$ cat src/rtl/core/sfe_pkg.sv
// ----------------------------------------------------------------------------
// sfe_pkg
// Shared types and constants of the serial frame encoder.
// ----------------------------------------------------------------------------
package sfe_pkg;

    // Frame characters.
    localparam logic [7:0] CH_START     = 8'h23;  // '#'
    localparam logic [7:0] CH_ADDR_BASE = 8'h61;  // 'a'
    localparam logic [7:0] CH_OFFSET    = 8'h3D;  // '='
    localparam logic [7:0] CH_CR        = 8'h0D;  // carriage return

    // Character positions within one job. The header, group and close
    // sections follow one another and absent sections are skipped.
    localparam int POS_W = 4;
    typedef logic [POS_W-1:0] pos_t;
    localparam pos_t POS_HDR_START = 4'd0;
    localparam pos_t POS_HDR_ADDR  = 4'd1;
    localparam pos_t POS_HDR_CMD   = 4'd2;
    localparam pos_t POS_GRP_0     = 4'd3;
    localparam pos_t POS_GRP_1     = 4'd4;
    localparam pos_t POS_GRP_2     = 4'd5;
    localparam pos_t POS_GRP_3     = 4'd6;
    localparam pos_t POS_SUM_HI    = 4'd7;
    localparam pos_t POS_SUM_LO    = 4'd8;
    localparam pos_t POS_CR        = 4'd9;

    // Number of entries in the job queue.
    localparam int QUEUE_DEPTH = 2;

    // One classified request: which sections to emit and their data.
    typedef struct packed {
        logic       hdr;
        logic [7:0] cmd;
        logic [5:0] addr;
        logic       grp;
        logic [7:0] byte_a;
        logic [7:0] byte_b;
        logic [7:0] byte_c;
        logic       close;
    } job_t;

endpackage

$ cat src/rtl/core/sfe_in_if.sv
// ----------------------------------------------------------------------------
// sfe_in_if
// Input channel of the serial frame encoder: one payload byte request.
// ----------------------------------------------------------------------------
interface sfe_in_if;
    logic       valid;
    logic       ready;
    logic [7:0] cmd;
    logic [5:0] addr;
    logic [7:0] data_byte;
    logic       has_data;
    logic       first_byte;
    logic       last_byte;

    modport source (
        output valid, cmd, addr, data_byte, has_data, first_byte, last_byte,
        input  ready
    );
    modport sink (
        input  valid, cmd, addr, data_byte, has_data, first_byte, last_byte,
        output ready
    );
endinterface

$ cat src/rtl/core/sfe_out_if.sv
// ----------------------------------------------------------------------------
// sfe_out_if
// Output channel of the serial frame encoder: one frame character.
// ----------------------------------------------------------------------------
interface sfe_out_if;
    logic       valid;
    logic       ready;
    logic [7:0] out_char;
    logic       frame_end;
    logic       run_last;

    modport source (
        output valid, out_char, frame_end, run_last,
        input  ready
    );
    modport sink (
        input  valid, out_char, frame_end, run_last,
        output ready
    );
endinterface

$ cat src/rtl/core/sfe_front.sv
// ----------------------------------------------------------------------------
// sfe_front
// Accepts input requests, gathers payload bytes into groups of three and
// hands a job describing the characters to emit to the job queue.
// ----------------------------------------------------------------------------
module sfe_front (
    input  logic          clk,
    input  logic          rst_n,
    sfe_in_if.sink        in_ch,
    output logic          push,
    output sfe_pkg::job_t push_job,
    input  logic          queue_full
);

    logic [15:0] held_reg;
    logic [15:0] held_next;
    logic [1:0]  fill_reg;
    logic [1:0]  fill_next;
    logic        accept;

    // A request is taken whenever the queue has room.
    assign in_ch.ready = !queue_full;
    assign accept      = in_ch.valid && !queue_full;

    // Classify the request and work out the group state after it.
    always_comb
    begin
        logic [15:0] held_v;
        logic [1:0]  fill_v;

        held_v = in_ch.first_byte ? 16'h0000 : held_reg;
        fill_v = in_ch.first_byte ? 2'd0 : fill_reg;

        push_job        = '0;
        push_job.hdr    = in_ch.first_byte;
        push_job.cmd    = in_ch.cmd;
        push_job.addr   = in_ch.addr;
        push_job.close  = in_ch.last_byte;

        // Gather the payload byte; the third byte completes a group.
        if (in_ch.has_data)
        begin
            unique case (fill_v)
                2'd0:
                begin
                    held_v = {in_ch.data_byte, 8'h00};
                    fill_v = 2'd1;
                end
                2'd1:
                begin
                    held_v = {held_v[15:8], in_ch.data_byte};
                    fill_v = 2'd2;
                end
                default:
                begin
                    push_job.grp    = 1'b1;
                    push_job.byte_a = held_v[15:8];
                    push_job.byte_b = held_v[7:0];
                    push_job.byte_c = in_ch.data_byte;
                    held_v          = 16'h0000;
                    fill_v          = 2'd0;
                end
            endcase
        end

        // At the end of the frame a partial group is padded with zeros.
        if (in_ch.last_byte)
        begin
            if (fill_v != 2'd0)
            begin
                push_job.grp    = 1'b1;
                push_job.byte_a = held_v[15:8];
                push_job.byte_b = (fill_v == 2'd2) ? held_v[7:0] : 8'h00;
                push_job.byte_c = 8'h00;
            end
            held_v = 16'h0000;
            fill_v = 2'd0;
        end

        held_next = held_v;
        fill_next = fill_v;
    end

    // Requests that cause no character are absorbed without a job.
    assign push = accept && (push_job.hdr || push_job.grp || push_job.close);

    // Group state registers.
    always_ff @(posedge clk or negedge rst_n)
    begin
        if (!rst_n)
        begin
            held_reg <= 16'h0000;
            fill_reg <= 2'd0;
        end
        else if (accept)
        begin
            held_reg <= held_next;
            fill_reg <= fill_next;
        end
    end

endmodule

$ cat src/rtl/core/sfe_job_queue.sv
// ----------------------------------------------------------------------------
// sfe_job_queue
// Short first-in first-out queue of jobs between the front and back parts.
// ----------------------------------------------------------------------------
module sfe_job_queue (
    input  logic          clk,
    input  logic          rst_n,
    input  logic          push,
    input  sfe_pkg::job_t push_job,
    output logic          full,
    input  logic          pop,
    output logic          head_valid,
    output sfe_pkg::job_t head_job
);

    localparam int PTR_W = $clog2(sfe_pkg::QUEUE_DEPTH);
    localparam int CNT_W = $clog2(sfe_pkg::QUEUE_DEPTH + 1);

    sfe_pkg::job_t         entry_reg [sfe_pkg::QUEUE_DEPTH];
    logic [PTR_W-1:0]      wr_ptr_reg;
    logic [PTR_W-1:0]      rd_ptr_reg;
    logic [CNT_W-1:0]      count_reg;
    logic [CNT_W-1:0]      count_next;

    assign full       = (count_reg == CNT_W'(sfe_pkg::QUEUE_DEPTH));
    assign head_valid = (count_reg != '0);
    assign head_job   = entry_reg[rd_ptr_reg];

    // Occupancy after this cycle's push and pop.
    always_comb
    begin
        count_next = count_reg;
        if (push && !pop)
        begin
            count_next = count_reg + CNT_W'(1);
        end
        else if (pop && !push)
        begin
            count_next = count_reg - CNT_W'(1);
        end
    end

    // Pointers and occupancy.
    always_ff @(posedge clk or negedge rst_n)
    begin
        if (!rst_n)
        begin
            wr_ptr_reg <= '0;
            rd_ptr_reg <= '0;
            count_reg  <= '0;
        end
        else
        begin
            count_reg <= count_next;
            if (push)
            begin
                wr_ptr_reg <= (wr_ptr_reg == PTR_W'(sfe_pkg::QUEUE_DEPTH - 1))
                              ? '0 : wr_ptr_reg + PTR_W'(1);
            end
            if (pop)
            begin
                rd_ptr_reg <= (rd_ptr_reg == PTR_W'(sfe_pkg::QUEUE_DEPTH - 1))
                              ? '0 : rd_ptr_reg + PTR_W'(1);
            end
        end
    end

    // Job storage.
    always_ff @(posedge clk)
    begin
        if (push)
        begin
            entry_reg[wr_ptr_reg] <= push_job;
        end
    end

endmodule

$ cat src/rtl/core/sfe_back.sv
// ----------------------------------------------------------------------------
// sfe_back
// Steps through the job at the head of the queue one character per cycle
// while not stalled, keeps the running checksum, drives the output register.
// ----------------------------------------------------------------------------
module sfe_back (
    input  logic          clk,
    input  logic          rst_n,
    input  logic          head_valid,
    input  sfe_pkg::job_t head_job,
    output logic          pop,
    sfe_out_if.source     out_ch
);

    logic              busy_reg;
    logic              busy_next;
    sfe_pkg::pos_t     pos_reg;
    sfe_pkg::pos_t     pos_next;
    logic [11:0]       sum_reg;
    logic [11:0]       sum_next;
    logic              out_valid_reg;
    logic              out_valid_next;
    logic [7:0]        char_reg;
    logic [7:0]        char_next;
    logic              end_reg;
    logic              end_next;
    logic              last_reg;
    logic              last_next;
    logic              load;
    sfe_pkg::pos_t     cur_pos;
    logic              job_done;

    assign out_ch.valid     = out_valid_reg;
    assign out_ch.out_char  = char_reg;
    assign out_ch.frame_end = end_reg;
    assign out_ch.run_last  = last_reg;

    // A new character enters the output register when it is free or taken.
    assign load = head_valid && (!out_valid_reg || out_ch.ready);
    assign pop  = load && job_done;

    // Character selection, checksum and position sequencing.
    always_comb
    begin
        logic [7:0] a;
        logic [7:0] b;
        logic [7:0] c;

        a = head_job.byte_a;
        b = head_job.byte_b;
        c = head_job.byte_c;

        // A fresh job starts at its first present section.
        if (busy_reg)
        begin
            cur_pos = pos_reg;
        end
        else if (head_job.hdr)
        begin
            cur_pos = sfe_pkg::POS_HDR_START;
        end
        else if (head_job.grp)
        begin
            cur_pos = sfe_pkg::POS_GRP_0;
        end
        else
        begin
            cur_pos = sfe_pkg::POS_SUM_HI;
        end

        end_next = 1'b0;
        unique case (cur_pos)
            sfe_pkg::POS_HDR_START: char_next = sfe_pkg::CH_START;
            sfe_pkg::POS_HDR_ADDR:
                char_next = sfe_pkg::CH_ADDR_BASE + {2'b00, head_job.addr};
            sfe_pkg::POS_HDR_CMD:   char_next = head_job.cmd;
            sfe_pkg::POS_GRP_0:
                char_next = sfe_pkg::CH_OFFSET + {2'b00, a[7:2]};
            sfe_pkg::POS_GRP_1:
                char_next = sfe_pkg::CH_OFFSET + {2'b00, a[1:0], b[7:4]};
            sfe_pkg::POS_GRP_2:
                char_next = sfe_pkg::CH_OFFSET + {2'b00, b[3:0], c[7:6]};
            sfe_pkg::POS_GRP_3:
                char_next = sfe_pkg::CH_OFFSET + {2'b00, c[5:0]};
            sfe_pkg::POS_SUM_HI:
                char_next = sfe_pkg::CH_OFFSET + {2'b00, sum_reg[11:6]};
            sfe_pkg::POS_SUM_LO:
                char_next = sfe_pkg::CH_OFFSET + {2'b00, sum_reg[5:0]};
            sfe_pkg::POS_CR:
            begin
                char_next = sfe_pkg::CH_CR;
                end_next  = 1'b1;
            end
            default:                char_next = sfe_pkg::CH_CR;
        endcase

        // The start character restarts the checksum; the carriage return
        // clears it, and the checksum characters themselves are not counted.
        sum_next = sum_reg;
        priority if (cur_pos == sfe_pkg::POS_HDR_START)
        begin
            sum_next = {4'h0, sfe_pkg::CH_START};
        end
        else if (cur_pos == sfe_pkg::POS_CR)
        begin
            sum_next = 12'h000;
        end
        else if (cur_pos != sfe_pkg::POS_SUM_HI && cur_pos != sfe_pkg::POS_SUM_LO)
        begin
            sum_next = sum_reg + {4'h0, char_next};
        end

        // Next position, skipping absent sections.
        job_done = 1'b0;
        pos_next = cur_pos + sfe_pkg::pos_t'(1);
        if (cur_pos == sfe_pkg::POS_HDR_CMD)
        begin
            if (head_job.grp)
            begin
                pos_next = sfe_pkg::POS_GRP_0;
            end
            else if (head_job.close)
            begin
                pos_next = sfe_pkg::POS_SUM_HI;
            end
            else
            begin
                job_done = 1'b1;
            end
        end
        else if (cur_pos == sfe_pkg::POS_GRP_3)
        begin
            job_done = !head_job.close;
        end
        else if (cur_pos == sfe_pkg::POS_CR)
        begin
            job_done = 1'b1;
        end

        last_next      = job_done;
        busy_next      = load ? !job_done : busy_reg;
        out_valid_next = load ? 1'b1 : (out_valid_reg && !out_ch.ready);
    end

    // Control state and checksum.
    always_ff @(posedge clk or negedge rst_n)
    begin
        if (!rst_n)
        begin
            busy_reg      <= 1'b0;
            pos_reg       <= sfe_pkg::POS_HDR_START;
            sum_reg       <= 12'h000;
            out_valid_reg <= 1'b0;
        end
        else
        begin
            busy_reg      <= busy_next;
            out_valid_reg <= out_valid_next;
            if (load)
            begin
                pos_reg <= pos_next;
                sum_reg <= sum_next;
            end
        end
    end

    // Output payload register.
    always_ff @(posedge clk)
    begin
        if (load)
        begin
            char_reg <= char_next;
            end_reg  <= end_next;
            last_reg <= last_next;
        end
    end

endmodule

$ cat src/rtl/core/serial_frame_encoder_unit.sv
// ----------------------------------------------------------------------------
// serial_frame_encoder_unit
// Serial command frame encoder: header, 6-bit grouped payload, checksum, CR.
// ----------------------------------------------------------------------------
// The unit takes one payload request per cycle while its two-entry job queue
// has room, and emits one frame character per cycle while the output channel
// is ready and a job is queued. A request causes no character when empty,
// three for a header, four for a group of three payload bytes, completed or
// zero-padded, and three for the frame close, so at most ten. A request that
// causes no character is absorbed without a job. The output character rate
// of one per cycle, set by the back-end character sequencer, bounds the
// sustained rate: four characters per three payload bytes within a frame. A
// request's job is queued before its characters enter the output register.
module serial_frame_encoder_unit (
    input  logic      clk,
    input  logic      rst_n,
    sfe_in_if.sink    in_ch,
    sfe_out_if.source out_ch
);

    logic          push;
    sfe_pkg::job_t push_job;
    logic          queue_full;
    logic          pop;
    logic          head_valid;
    sfe_pkg::job_t head_job;

    // Front part: grouping and classification.
    sfe_front u_front (
        .clk        (clk),
        .rst_n      (rst_n),
        .in_ch      (in_ch),
        .push       (push),
        .push_job   (push_job),
        .queue_full (queue_full)
    );

    // Job queue between the two parts.
    sfe_job_queue u_queue (
        .clk        (clk),
        .rst_n      (rst_n),
        .push       (push),
        .push_job   (push_job),
        .full       (queue_full),
        .pop        (pop),
        .head_valid (head_valid),
        .head_job   (head_job)
    );

    // Back part: character sequencing and checksum.
    sfe_back u_back (
        .clk        (clk),
        .rst_n      (rst_n),
        .head_valid (head_valid),
        .head_job   (head_job),
        .pop        (pop),
        .out_ch     (out_ch)
    );

endmodule
$ cat src/flat_wrapper.sv
// flat-port wrapper written by rule: the top's interface ports become plain ports
module serial_frame_encoder_unit_flat 
  (clk, rst_n, in_ch_valid, in_ch_cmd, in_ch_addr, in_ch_data_byte, in_ch_has_data, in_ch_first_byte, in_ch_last_byte, in_ch_ready, out_ch_valid, out_ch_out_char, out_ch_frame_end, out_ch_run_last, out_ch_ready);
  sfe_in_if in_ch_i ();
  sfe_out_if out_ch_i ();
  input  logic clk;
  input  logic rst_n;
  input wire logic [$bits(in_ch_i.valid)-1:0] in_ch_valid;
  input wire logic [$bits(in_ch_i.cmd)-1:0] in_ch_cmd;
  input wire logic [$bits(in_ch_i.addr)-1:0] in_ch_addr;
  input wire logic [$bits(in_ch_i.data_byte)-1:0] in_ch_data_byte;
  input wire logic [$bits(in_ch_i.has_data)-1:0] in_ch_has_data;
  input wire logic [$bits(in_ch_i.first_byte)-1:0] in_ch_first_byte;
  input wire logic [$bits(in_ch_i.last_byte)-1:0] in_ch_last_byte;
  output wire logic [$bits(in_ch_i.ready)-1:0] in_ch_ready;
  output wire logic [$bits(out_ch_i.valid)-1:0] out_ch_valid;
  output wire logic [$bits(out_ch_i.out_char)-1:0] out_ch_out_char;
  output wire logic [$bits(out_ch_i.frame_end)-1:0] out_ch_frame_end;
  output wire logic [$bits(out_ch_i.run_last)-1:0] out_ch_run_last;
  input wire logic [$bits(out_ch_i.ready)-1:0] out_ch_ready;
  assign in_ch_i.valid = in_ch_valid;
  assign in_ch_i.cmd = in_ch_cmd;
  assign in_ch_i.addr = in_ch_addr;
  assign in_ch_i.data_byte = in_ch_data_byte;
  assign in_ch_i.has_data = in_ch_has_data;
  assign in_ch_i.first_byte = in_ch_first_byte;
  assign in_ch_i.last_byte = in_ch_last_byte;
  assign in_ch_ready = in_ch_i.ready;
  assign out_ch_valid = out_ch_i.valid;
  assign out_ch_out_char = out_ch_i.out_char;
  assign out_ch_frame_end = out_ch_i.frame_end;
  assign out_ch_run_last = out_ch_i.run_last;
  assign out_ch_i.ready = out_ch_ready;
  serial_frame_encoder_unit u_core (.clk(clk), .rst_n(rst_n), .in_ch(in_ch_i), .out_ch(out_ch_i));
endmodule
$ cat config.mk
export PLATFORM = sky130hd
export DESIGN_NAME = serial_frame_encoder_unit_flat
export DESIGN_NICKNAME = d
export VERILOG_FILES = /design/src/rtl/core/sfe_pkg.sv /design/src/rtl/core/sfe_in_if.sv /design/src/rtl/core/sfe_out_if.sv /design/src/rtl/core/sfe_front.sv /design/src/rtl/core/sfe_job_queue.sv /design/src/rtl/core/sfe_back.sv /design/src/rtl/core/serial_frame_encoder_unit.sv /design/src/flat_wrapper.sv
export SDC_FILE = /design/constraint.sdc
export NUM_CORES = 1
export LEC_CHECK = 0
export BUFFER_PORTS_ARGS = -buffer_cell sky130_fd_sc_hd__buf_4
export CAP_MARGIN = 10
export CORE_UTILIZATION = 40
export CTS_BUF_LIST = sky130_fd_sc_hd__clkbuf_8
export DETAILED_ROUTE_END_ITERATION = 12
export GPL_ROUTABILITY_DRIVEN = 0
export PLACE_DENSITY_LB_ADDON = 0.3
export SLEW_MARGIN = 10
export SYNTH_ARGS = -nofsm -noshare
export SYNTH_HDL_FRONTEND = slang
export SYNTH_SLANG_ARGS = --single-unit
$ cat constraint.sdc
create_clock -name clk -period 7.4 [get_ports clk]
set_clock_uncertainty 0.2 [all_clocks]
set_input_delay 0.74 -clock clk [delete_from_list [all_inputs] [get_ports clk]]
set_output_delay 0.74 -clock clk [all_outputs]
set_load 0.02 [all_outputs]
==> flow_metrics.tcl <==
set metrics [dict create \
    outcome "finished, final reports clean" \
    insertion_delay_ns 0.46 \
    intPower_uw 2020 \
    area_delta_synth_final_pct 13.5 \
    p_sw_uw 1430 \
    synth_edf_count 92 \
    die_h_um 129 \
    start_kind "flop" \
    worst-setup-path-type "reg2reg" \
    comb_power_share 0.493 \
    routed_via_density 5.51 \
    finalSetupViolCount 0 \
    cts_tree "done" \
    yosys-top-cells-count "edfxtp_1, nand2_1, dfrtp_1" \
    end_kind "flop" \
    layout_worst_path_cycle_share 0.666 \
    postCtsHoldBufs 0 \
    final_net_count 596 \
    grt-ovfl-total 0 \
    synth-simple-area-share 0.104 \
    max_stage_delay_ns 0.65 \
    grt_pass1_wl_mm 22.3 \
    yosysTopAreaCell "edfxtp_1" \
    drt-wirelength-per-cell_um 18.1 \
    antenna_cells 0 \
    vias 4293 \
    synth_area_sq_mm 0.00648 \
    cts_num_sinks 132 \
    synth_top_family_by_area "compound AO/OA/AOI/OAI gates" \
    hpwl_mm 9.99 \
    rsz0062_at_grt "no" \
    max_slew_margin 0.281 \
    die_x_um 129 \
    yosys.area_share.adder 0.0340 \
    min_period_ns 4.93 \
    grt_pass1_vias 4126 \
    critPathMaxFanout 14 \
    tns_ns 0 \
    cp_cell_sequence "a211oi_1 -> a21oi_1 -> inv_1 -> ha_1 -> or4_1 -> o21ai_4 -> a21oi_1 -> inv_1 -> ha_1 -> nand2_1 -> o2111ai_1 -> ha_1 -> a21o_1 -> a21o_1 -> a21oi_1 -> o21ai_0 -> o22ai_1 -> xnor2_1 -> a22o_1" \
    tightest_slew_ns 1.06 \
    total_power_uw 3450 \
    synth_xor_xnor_area_share 0.0297 \
    cts_root_buffer "clkbuf_8" \
    p_clk_frac 0.176 \
    coreArea_sq_mm 0.0158 \
    cts_buffers 17 \
    synth_cells 511 \
    post-cts-setup-buffers 0 \
    fillers 1435 \
    drive_gt1_frac 0.208 \
    firstDrtPassIters 6 \
    p_sw_frac 0.414 \
    ctsResizeCount 0 \
    setup_ws_ns 2.47 \
    first_iter_violations 251 \
    dp_slack_ns 2.52 \
    p_leak_uw 0.00285 \
    antenna_found_initial 0 \
    seqPwrFrac 0.331 \
    syn_nets 557 \
    largest_reg_flops 82 \
    drv_cap 0 \
    dieArea_sq_mm 0.0167 \
    clk_pin_slew_ns 0.08 \
    ant_nets 0 \
    syn_area_per_cell_sq_um 12.7 \
    yosys_warnings 0 \
    drc 0 \
    synth_compound_area_frac 0.162 \
    start_util 0.409 \
    power_density_mw_per_mm2 469 \
    crit_buf_inv 2 \
    grt_usage 0.181 \
    irDropWorstVdd_mv 0.192 \
    synth.area.top_cells "edfxtp_1, dfrtp_1, a22o_1" \
    crit_family "compound AO/OA/AOI/OAI gates" \
    yosysTopAreaCellShare 0.426 \
    htreeDepth 4 \
    clock_path_buffers 2 \
    ys_seq_area_frac 0.581 \
    synth.area.mux_share 0.0628 \
    rows 46 \
    wl_mm 14.1 \
    hold_path_class "in2async" \
    drv_slew 0 \
    arrival_ns 5.08 \
    ioPinCount 41 \
    portBuffers 40 \
    grt_max_degree 52 \
    hold_viol 0 \
    synth.distinct_cells 68 \
    hold_slack_ns 0.0644 \
    yosysMostFrequentCell "edfxtp_1" \
    critical-path-slowest-cell "dfrtp_1" \
    fmax_mhz 203 \
    ys.flop_type "edfxtp_1" \
    synthArstFlopShare 0.303 \
    ys_ff_latch 132 \
    required_ns 7.55 \
]
-- cell families (layout without fill, tap and decap cells) --
logic type | after synthesis | after routing
compound gates | 142 | 142
xor+xnor | 22 | 22
fa+ha+maj | 17 | 17
buf+inv | 34 | 86
flops | 132 | 132
mux | 38 | 38
simple gates | 126 | 126
-- routing by layer --
layer  vias up  part of all wire  routed length [um]  GRT usage
li1       2027                 -                   -          -
met1      2130              0.48                6740      0.247
met2       119              0.46                6460      0.268
met3        17             0.050                 697     0.0640
met4         0             0.012                 173     0.0581
met5         -                 0                   0          0
-- power by group through the flow --
stage          clock [uW]  combinational [uW]  sequential (uW)
4_1_cts               618                1690             1140
2_1_floorplan           0                1270             1160
3_3_place_gp            0                1650             1150
3_5_place_dp            0                1680             1150
5_1_grt               649                1870             1160
6_report              607                1700             1140
-- layout make-up --
type / instances / area (sq um) / share of cell area
Clock buffer: 17 / 234 / 0.0318
Clock inverter: 15 / 159 / 0.0216
Inverter: 11 / 41.3 / 0.00562
Multi-Input combinational cell: 345 / 2560 / 0.348
Sequential cell: 132 / 3760 / 0.512
Tap cell: 216 / 270 / 0.0368
Timing Repair Buffer: 43 / 323 / 0.0439
-- placed cells by master, fill, tap and decap left out, drive strengths merged, types with 5 or more instances in the layout --
cell	synthesis	final
a211oi	6	6
xnor2	7	7
xor2	15	15
clkbuf	15	17
o221ai	5	5
a22oi	12	12
ha	16	16
inv	11	17
a22o	30	30
nor2b	7	7
a21o	6	6
mux2	21	21
nand2	47	47
edfxtp	92	92
mux2i	17	17
dfrtp	40	40
nand3	6	6
o211ai	6	6
nor2	20	20
nor3	7	7
o21ai	30	30
and2	17	17
a21oi	19	19
buf	8	43
-- through the flow --
stage,utilization,cell area (sq um),std cells
floorplan,-,6480,511
global placement,0.439,6950,747
detailed placement,0.439,6950,747
CTS,0.464,7350,779
global route,0.465,7350,779
finish,0.465,7350,779
-- worst paths after layout --
check                                            from                              end  slack (ns)  cells after the start
max                            u_core.u_back.busy_reg         u_core.u_back.sum_reg[7]        2.47                     19
min                                             rst_n         u_core.u_back.sum_reg[8]        0.06                      1
max reg2reg                    u_core.u_back.busy_reg         u_core.u_back.sum_reg[7]        2.47                     19
min reg2reg                u_core.u_front.held_reg[3]       u_core.u_front.held_reg[3]        0.31                      1
max in group asynchronous                       rst_n        u_core.u_queue.rd_ptr_reg        6.52                      1
min in group clk                         in_ch_cmd[3]  u_core.u_queue.entry_reg[1][35]        0.25                      1
-- worst register-to-register path, cell delays in order, from the launching register on --
cell       delay, ns
dfrtp_1         0.65
a211oi_1        0.12
a21oi_1         0.30
inv_1           0.11
ha_1            0.35
or4_1           0.62
o21ai_4         0.14
a21oi_1         0.16
inv_1           0.09
ha_1            0.22
nand2_1         0.06
o2111ai_1       0.20
ha_1            0.35
a21o_1          0.16
a21o_1          0.20
a21oi_1         0.18
o21ai_0         0.20
o22ai_1         0.23
xnor2_1         0.09
a22o_1          0.19
(Power assumes the default switching activity.)
